$ cat config.mk
export PLATFORM = sky130hd
export DESIGN_NAME = priority_ready_queue_scheduler
export DESIGN_NICKNAME = d
export VERILOG_FILES = /design/src/rtl/prq_pkg.sv /design/src/rtl/prq_ram.sv /design/src/rtl/priority_ready_queue_scheduler.sv
export SDC_FILE = /design/constraint.sdc
export NUM_CORES = 2
export LEC_CHECK = 0
export ABC_AREA = 1
export BUFFER_PORTS_ARGS = -buffer_cell sky130_fd_sc_hd__buf_2
export CAP_MARGIN = 40
export CORE_UTILIZATION = 45
export CTS_CLUSTER_SIZE = 12
export DETAILED_ROUTE_END_ITERATION = 10
export HOLD_SLACK_MARGIN = 0.12
export SLEW_MARGIN = 20
export SYNTH_ARGS = -nofsm -noshare
export SYNTH_HDL_FRONTEND = slang
export SYNTH_SLANG_ARGS = --single-unit
$ cat constraint.sdc
create_clock -name aclk -period 4.4 [get_ports aclk]
set_input_delay 0.66 -clock aclk [delete_from_list [all_inputs] [get_ports aclk]]
set_output_delay 0.66 -clock aclk [all_outputs]
set_load 0.005 [all_outputs]
$ cat src/rtl/prq_pkg.sv
`timescale 1ns / 1ps

package prq_pkg;

    localparam int NUM_TASKS_DEF  = 128;
    localparam int NUM_LEVELS_DEF = 32;

    localparam int TASK_W  = 7;
    localparam int LEVEL_W = 5;
    localparam int DATA_W  = 16;
    localparam int PAD_W   = DATA_W - TASK_W - LEVEL_W;

    localparam logic REQ_PUSH = 1'b0;
    localparam logic REQ_POP  = 1'b1;

    typedef enum logic [3:0] {
        ST_IDLE = 4'b0001,
        ST_EXEC = 4'b0010,
        ST_LINK = 4'b0100,
        ST_RESP = 4'b1000
    } state_t;

    // Index of the lowest set bit, found by halving; zero word gives all ones.
    function automatic logic [LEVEL_W-1:0] lowest_set(input logic [31:0] word);
        logic [LEVEL_W-1:0] idx;
        logic [31:0]        v;
        idx = '0;
        v   = word;
        if (v[15:0] == 16'd0) begin
            idx[4] = 1'b1;
            v      = v >> 16;
        end
        if (v[7:0] == 8'd0) begin
            idx[3] = 1'b1;
            v      = v >> 8;
        end
        if (v[3:0] == 4'd0) begin
            idx[2] = 1'b1;
            v      = v >> 4;
        end
        if (v[1:0] == 2'd0) begin
            idx[1] = 1'b1;
            v      = v >> 2;
        end
        if (v[0] == 1'b0) begin
            idx[0] = 1'b1;
        end
        return idx;
    endfunction

endpackage

$ cat src/rtl/prq_ram.sv
`timescale 1ns / 1ps

module prq_ram #(
    parameter int WIDTH = 7,
    parameter int DEPTH = 32
) (
    input  logic                     aclk,
    input  logic                     we,
    input  logic [$clog2(DEPTH)-1:0] waddr,
    input  logic [WIDTH-1:0]         wdata,
    input  logic [$clog2(DEPTH)-1:0] raddr,
    output logic [WIDTH-1:0]         rdata
);

    logic [WIDTH-1:0] mem [DEPTH];

    always_ff @(posedge aclk) begin
        if (we) begin
            mem[waddr] <= wdata;
        end
        rdata <= mem[raddr];
    end

endmodule

$ cat src/rtl/priority_ready_queue_scheduler.sv
`timescale 1ns / 1ps

// Priority ready-queue scheduler: one FIFO of task numbers per priority level,
// threaded through a per-task link memory, with an occupancy bitmap on top.
//
// Request channel (s_*): s_tuser selects push (0) or pop (1); s_tdata carries
// the task number and its priority for a push. Result channel (m_*): m_tuser is
// the ok flag; m_tdata carries the popped task and its level, zero otherwise.
// Every request gives exactly one result.
//
// Sequencing: a push finishes in the execute state; a pop finishes there too,
// or in the link state when the level keeps further tasks and the next link
// must be fetched. The order is set by the dependent synchronous reads of the
// level memories and then the link memory. One request is in flight at a time;
// s_tready is high only while the sequencer is idle.
//
// A finished result sits in the output register, so the next request can be
// taken while it waits. If the receiver stalls and a second result is ready,
// the sequencer holds it and stops taking requests until the output drains.
//
// Reset empties every queue (bitmap cleared) and drops any pending result;
// the memories need no clearing pass.

module priority_ready_queue_scheduler #(
    parameter int NUM_TASKS  = prq_pkg::NUM_TASKS_DEF,
    parameter int NUM_LEVELS = prq_pkg::NUM_LEVELS_DEF
) (
    input  logic                        aclk,
    input  logic                        aresetn,
    input  logic                        s_tvalid,
    output logic                        s_tready,
    input  logic [prq_pkg::DATA_W-1:0]  s_tdata,  // task_id[6:0], priority_req[11:7], zero pad
    input  logic                        s_tuser,  // req_type
    output logic                        m_tvalid,
    input  logic                        m_tready,
    output logic [prq_pkg::DATA_W-1:0]  m_tdata,  // popped_task[6:0], popped_priority[11:7], pad
    output logic                        m_tuser   // ok
);

    import prq_pkg::*;

    localparam int AW = $clog2(NUM_TASKS);
    localparam int LW = $clog2(NUM_LEVELS);

    // sequencer and request registers
    state_t                  state_reg, state_next;
    logic                    req_reg;
    logic [TASK_W-1:0]       task_reg;
    logic [LW-1:0]           lvl_reg;
    logic                    bad_reg;
    logic                    empty_reg;
    logic [TASK_W-1:0]       head_reg;
    logic [NUM_LEVELS-1:0]   occ_reg, occ_next;

    // result waiting behind a full output register
    logic                    res_ok_reg;
    logic [TASK_W-1:0]       res_task_reg;
    logic [LEVEL_W-1:0]      res_prio_reg;

    // output register
    logic                    m_tvalid_reg;
    logic                    m_ok_reg;
    logic [TASK_W-1:0]       m_task_reg;
    logic [LEVEL_W-1:0]      m_prio_reg;

    // request fields
    logic [TASK_W-1:0]       s_task;
    logic [LEVEL_W-1:0]      s_prio;
    logic                    s_accept;
    logic [LW-1:0]           pe_lvl;
    logic [LW-1:0]           rd_lvl;

    // memory ports
    logic                    oldest_we, newest_we, link_we;
    logic [TASK_W-1:0]       oldest_wdata;
    logic [TASK_W-1:0]       oldest_rdata, newest_rdata, link_rdata;
    logic [AW-1:0]           link_waddr, link_raddr;

    // completion of the current request
    logic                    fin;
    logic                    fin_ok;
    logic [TASK_W-1:0]       fin_task;
    logic [LEVEL_W-1:0]      fin_prio;
    logic                    out_free;

    assign s_task   = s_tdata[TASK_W-1:0];
    assign s_prio   = s_tdata[TASK_W+LEVEL_W-1:TASK_W];
    assign s_tready = (state_reg == ST_IDLE);
    assign s_accept = s_tvalid && s_tready;
    assign out_free = !m_tvalid_reg || m_tready;

    // most urgent non-empty level
    assign pe_lvl = LW'(lowest_set(32'(occ_reg)));
    assign rd_lvl = (s_tuser == REQ_POP) ? pe_lvl : LW'(s_prio);

    assign link_waddr = AW'(newest_rdata);
    assign link_raddr = AW'(oldest_rdata);

    prq_ram #(.WIDTH(TASK_W), .DEPTH(NUM_LEVELS)) u_oldest_ram (
        .aclk  (aclk),
        .we    (oldest_we),
        .waddr (lvl_reg),
        .wdata (oldest_wdata),
        .raddr (rd_lvl),
        .rdata (oldest_rdata)
    );

    prq_ram #(.WIDTH(TASK_W), .DEPTH(NUM_LEVELS)) u_newest_ram (
        .aclk  (aclk),
        .we    (newest_we),
        .waddr (lvl_reg),
        .wdata (task_reg),
        .raddr (rd_lvl),
        .rdata (newest_rdata)
    );

    prq_ram #(.WIDTH(TASK_W), .DEPTH(NUM_TASKS)) u_link_ram (
        .aclk  (aclk),
        .we    (link_we),
        .waddr (link_waddr),
        .wdata (task_reg),
        .raddr (link_raddr),
        .rdata (link_rdata)
    );

    always_comb begin
        state_next   = state_reg;
        occ_next     = occ_reg;
        oldest_we    = 1'b0;
        newest_we    = 1'b0;
        link_we      = 1'b0;
        oldest_wdata = task_reg;
        fin          = 1'b0;
        fin_ok       = 1'b0;
        fin_task     = '0;
        fin_prio     = '0;
        case (state_reg)
            ST_IDLE: begin
                if (s_accept) begin
                    state_next = ST_EXEC;
                end
            end
            ST_EXEC: begin
                case (req_reg)
                    REQ_PUSH: begin
                        fin = 1'b1;
                        if (!bad_reg) begin
                            fin_ok    = 1'b1;
                            newest_we = 1'b1;
                            if (!occ_reg[lvl_reg]) begin
                                // first task at this level: start the queue
                                oldest_we          = 1'b1;
                                occ_next[lvl_reg]  = 1'b1;
                            end else if (int'(newest_rdata) < NUM_TASKS) begin
                                // append behind the current newest task
                                link_we = 1'b1;
                            end
                        end
                    end
                    REQ_POP: begin
                        if (empty_reg) begin
                            fin = 1'b1;
                        end else if (oldest_rdata == newest_rdata) begin
                            // last task leaves: drop the level's bit
                            occ_next[lvl_reg] = 1'b0;
                            fin      = 1'b1;
                            fin_ok   = 1'b1;
                            fin_task = oldest_rdata;
                            fin_prio = LEVEL_W'(lvl_reg);
                        end else if (int'(oldest_rdata) < NUM_TASKS) begin
                            state_next = ST_LINK;
                        end else begin
                            fin      = 1'b1;
                            fin_ok   = 1'b1;
                            fin_task = oldest_rdata;
                            fin_prio = LEVEL_W'(lvl_reg);
                        end
                    end
                    default: begin
                        fin = 1'b1;
                    end
                endcase
            end
            ST_LINK: begin
                // advance the oldest pointer to the fetched link
                oldest_we    = 1'b1;
                oldest_wdata = link_rdata;
                fin          = 1'b1;
                fin_ok       = 1'b1;
                fin_task     = head_reg;
                fin_prio     = LEVEL_W'(lvl_reg);
            end
            ST_RESP: begin
                fin      = 1'b1;
                fin_ok   = res_ok_reg;
                fin_task = res_task_reg;
                fin_prio = res_prio_reg;
            end
            default: begin
                state_next = ST_IDLE;
            end
        endcase
        if (fin) begin
            state_next = out_free ? ST_IDLE : ST_RESP;
        end
    end

    always_ff @(posedge aclk) begin
        if (!aresetn) begin
            state_reg    <= ST_IDLE;
            occ_reg      <= '0;
            m_tvalid_reg <= 1'b0;
        end else begin
            state_reg <= state_next;
            occ_reg   <= occ_next;
            if (fin && out_free) begin
                m_tvalid_reg <= 1'b1;
            end else if (m_tready) begin
                m_tvalid_reg <= 1'b0;
            end
        end
    end

    always_ff @(posedge aclk) begin
        if (s_accept) begin
            req_reg   <= s_tuser;
            task_reg  <= s_task;
            lvl_reg   <= rd_lvl;
            bad_reg   <= (s_tuser == REQ_PUSH) &&
                         ((int'(s_task) >= NUM_TASKS) || (int'(s_prio) >= NUM_LEVELS));
            empty_reg <= (occ_reg == '0);
        end
        if (state_reg == ST_EXEC) begin
            head_reg <= oldest_rdata;
        end
        if (fin && out_free) begin
            m_ok_reg   <= fin_ok;
            m_task_reg <= fin_task;
            m_prio_reg <= fin_prio;
        end else if (fin) begin
            // hold the result until the receiver takes the previous one
            res_ok_reg   <= fin_ok;
            res_task_reg <= fin_task;
            res_prio_reg <= fin_prio;
        end
    end

    assign m_tvalid = m_tvalid_reg;
    assign m_tuser  = m_ok_reg;
    assign m_tdata  = {{PAD_W{1'b0}}, m_prio_reg, m_task_reg};

`ifndef ASSERT_OFF
    a_accept_starts_exec: assert property (@(posedge aclk) disable iff (!aresetn)
        s_accept |=> (state_reg == ST_EXEC))
        else $error("accepted request did not start execution");

    a_pop_level_occupied: assert property (@(posedge aclk) disable iff (!aresetn)
        (state_reg == ST_EXEC) && (req_reg == REQ_POP) && !empty_reg |-> occ_reg[lvl_reg])
        else $error("pop selected an empty level");

    a_link_after_exec: assert property (@(posedge aclk) disable iff (!aresetn)
        (state_reg == ST_LINK) |-> ($past(state_reg) == ST_EXEC))
        else $error("link fetch entered out of sequence");

    a_fail_result_zero: assert property (@(posedge aclk) disable iff (!aresetn)
        m_tvalid && !m_tuser |-> (m_tdata == '0))
        else $error("failed request carries non-zero data");
`endif

endmodule

==> reports/metrics.yaml <==
sta:
  finalCritPeriodShare_pct: 91.3
  hold_violations: 0
  tns_ns: 0
  fin_crit_ns: 4.02
  whs_ns: 0.221
  finalSetupViolations: 0
  slew_viol_final: 0
  relSlewSlack_pct: 39.5
  setup_ws_ns: 0.381
  fmax_mhz: 249
  rsz0062_at_grt: "no"
  tightest_slew_ns: 0.908
  fin_skew_ns: 0.0253
global_routing:
  grt_pass1_wl_mm: 237
  grt_pass1_vias: 37600
  grt_max_degree: 162
  grtUsageTotal_pct: 23.2
  antenna_found_initial: 1
  grt-ovfl-total: 0
logic_synthesis:
  syn_area_per_cell_um2: 11.6
  synth_seq_area_share_pct: 71.6
  ys_ff_latch: 1449
  synth_area_leader_cell: "edfxtp_1"
  synth_top_area_share_pct: 69.7
  synth_cell_types: 40
  synth_area_um2: 59900
  netlist_instances: 5170
  synth.area.top_cells: "edfxtp_1 (70%), nor2_1 (5.3%), o21ai_0 (5.0%), nand3_1 (4.5%), nand2_1 (3.7%)"
  yosysWarningCount: 0
route:
  drt_iter0_drc: 4215
  viasPerCell: 5.65
  ant_nets: 0
  finalWirelength_mm: 158
  drc: 0
  drt_first_pass_iters: 6
  post_drt_wl_per_cell_um: 22.5
  vias: 39700
final_layout:
  fin_cells: 7038
  largest_reg_flops: 896
  area_growth_pct: 12.1
  diodes: 0
  top_register: "u_link_ram.mem"
  final_common_cell: "edfxtp_1"
  num-nets-final: 5197
  final_area_um2: 67200
  drive_gt1_share_pct: 7.95
  final_cell_mix: "edfxtp_1 (1391), nor2_1 (840), nand2_1 (596)"
  reg_top3: "u_link_ram.mem: 896 flops, u_newest_ram.mem: 224 flops, u_oldest_ram.mem: 224 flops"
placement:
  dpl.hpwl_mm: 91.8
  post_dp_cell_area_um2: 62400
  port_buffers: 31
  dpl.cell_count: 6761
  gp_congestion: 0.902
  dp_slack_ns: 0.456
worst_setup_path:
  setup.worst_path.class: "register to register"
  start_kind: "register"
  cp_data_arrival_time_ns: 4.43
  required_ns: 4.81
  path_max_fanout: 15
  critPathCaptureType: "register"
cts:
  clk_pin_slew_ns: 0.06
  cts_setup_buffers: 0
  cts_made_buffers: 152
  cts_buffer_depth: 3
  clk_latency_ns: 0.78
  clock_sinks: 1449
  cts_tree: "built"
  cts_root_buffer: "clkbuf_16"
  h-tree-depth: 4
power_and_ir_drop:
  p_leak_uw: 0.0231
  vdd_ir_drop_max_uv: 408
  powerDensity_nw_per_um2: 471
min_path:
  worstHoldPathType: "input port to register"
die:
  fp.dieH_um: 367
  ios: 40
  die_area_um2: 135000
  start_util_pct: 45.5
  rows: 133
  core_um2: 132000
  die-width_um: 367
job:
  cap_violations: 0
status:
  status: "finished clean"
[layer usage]
layer / share of wire [%] / track usage, %
met4: 2.8 / 7.40
met3: 7.8 / 4.32
met2: 47 / 36.6
met5: 0.011 / 0
met1: 43 / 32.6
[critical path, cell delays in order, from the launching register on]
cell	delay, ns
edfxtp_1	0.46
nor2_1	0.19
inv_1	0.29
o22ai_1	0.27
nor2_1	0.07
o2111ai_1	0.19
nor3_1	0.16
or2_2	0.37
nor2_1	0.25
nand3_1	0.45
buf_4	0.36
nor2_1	0.58
[logic make-up (layout without fill, tap and decap cells)]
logic type	count (synthesis)	after routing	synth area share [%]
and+or+nand+nor	2064	2064	14.6
buffers and inverters	686	796	4.67
xor gates and xnor gates	7	7	0.102
other	1	4	0.00626
AOI/OAI and AO/OA	963	963	9.01
DFF	1449	1449	71.6
[power breakdown]
group	internal, uW	total, uW	switching (uW)	leakage, uW
clock network	6970	12200	5190	0.00226
logic	1080	4030	2950	0.00789
registers	15300	15400	156	0.0130
[worst paths after layout]
path / slack (ns) / cells past startpoint / to / startpoint
worst min-delay path: 0.22 / 3 / register / aresetn
worst max-delay path: 0.38 / 11 / u_link_ram.mem[70][3]$_DFFE_PP_ / lvl_reg[1]$_DFFE_PP_
worst min register to register: 0.48 / 2 / register / register
worst max register to register: 0.38 / 11 / u_link_ram.mem[70][3]$_DFFE_PP_ / lvl_reg[1]$_DFFE_PP_
[final cells by class]
cell class	instances	area, um^2
Clock buffer	215	4150
Multi-Input combinational cell	3038	14300
Timing Repair Buffer	198	1870
Fill cell	11400	64600
Inverter	337	1280
Clock inverter	46	464
Sequential cell	1449	42900
Tap cell	1755	2200
[synthesized netlist by cell type]
library cell  instances
nand2_2               1
clkinv_1              7
a21oi_1              44
buf_4                 8
conb_1                1
o2111ai_1             1
nor2_4                4
inv_1               327
buf_6                17
nor3_1               10
o21ai_2               1
nor2_2                2
o21ai_0             596
edfxtp_1           1391
o211ai_1             10
o221ai_1             39
clkbuf_1            256
nand3_1             540
nand2_4               3
a221oi_1              1
dfxtp_1              58
xnor2_1               3
nor2_1              841
o22ai_1             239
xor2_1                4
buf_8                 1
or2_2                 2
o311ai_0             10
inv_2                 3
buf_2                44
o32ai_1               7
nand4_1               6
a32oi_1               6
o21bai_1              1
nand3b_1             56
buf_1                23
o21ai_1               1
nor4_1                2
a31oi_1               7
nand2_1             597
[metrics by stage]
stage / utilization, % / total power (uW)
CTS: 50.9 / 31800
floorplan: - / 18100
global route: 51.0 / 32700
detailed placement: 47.4 / 19700
global placement: 47.3 / 19700
finish: 51.0 / 31600
[repair_timing]
item	CTS	global route
endpoints found under the hold margin	8	0
hold buffers	8	0
endpoints found under the setup margin	0	0
resized for setup	0	0
Note: power is estimated with default switching activity, not from simulation.
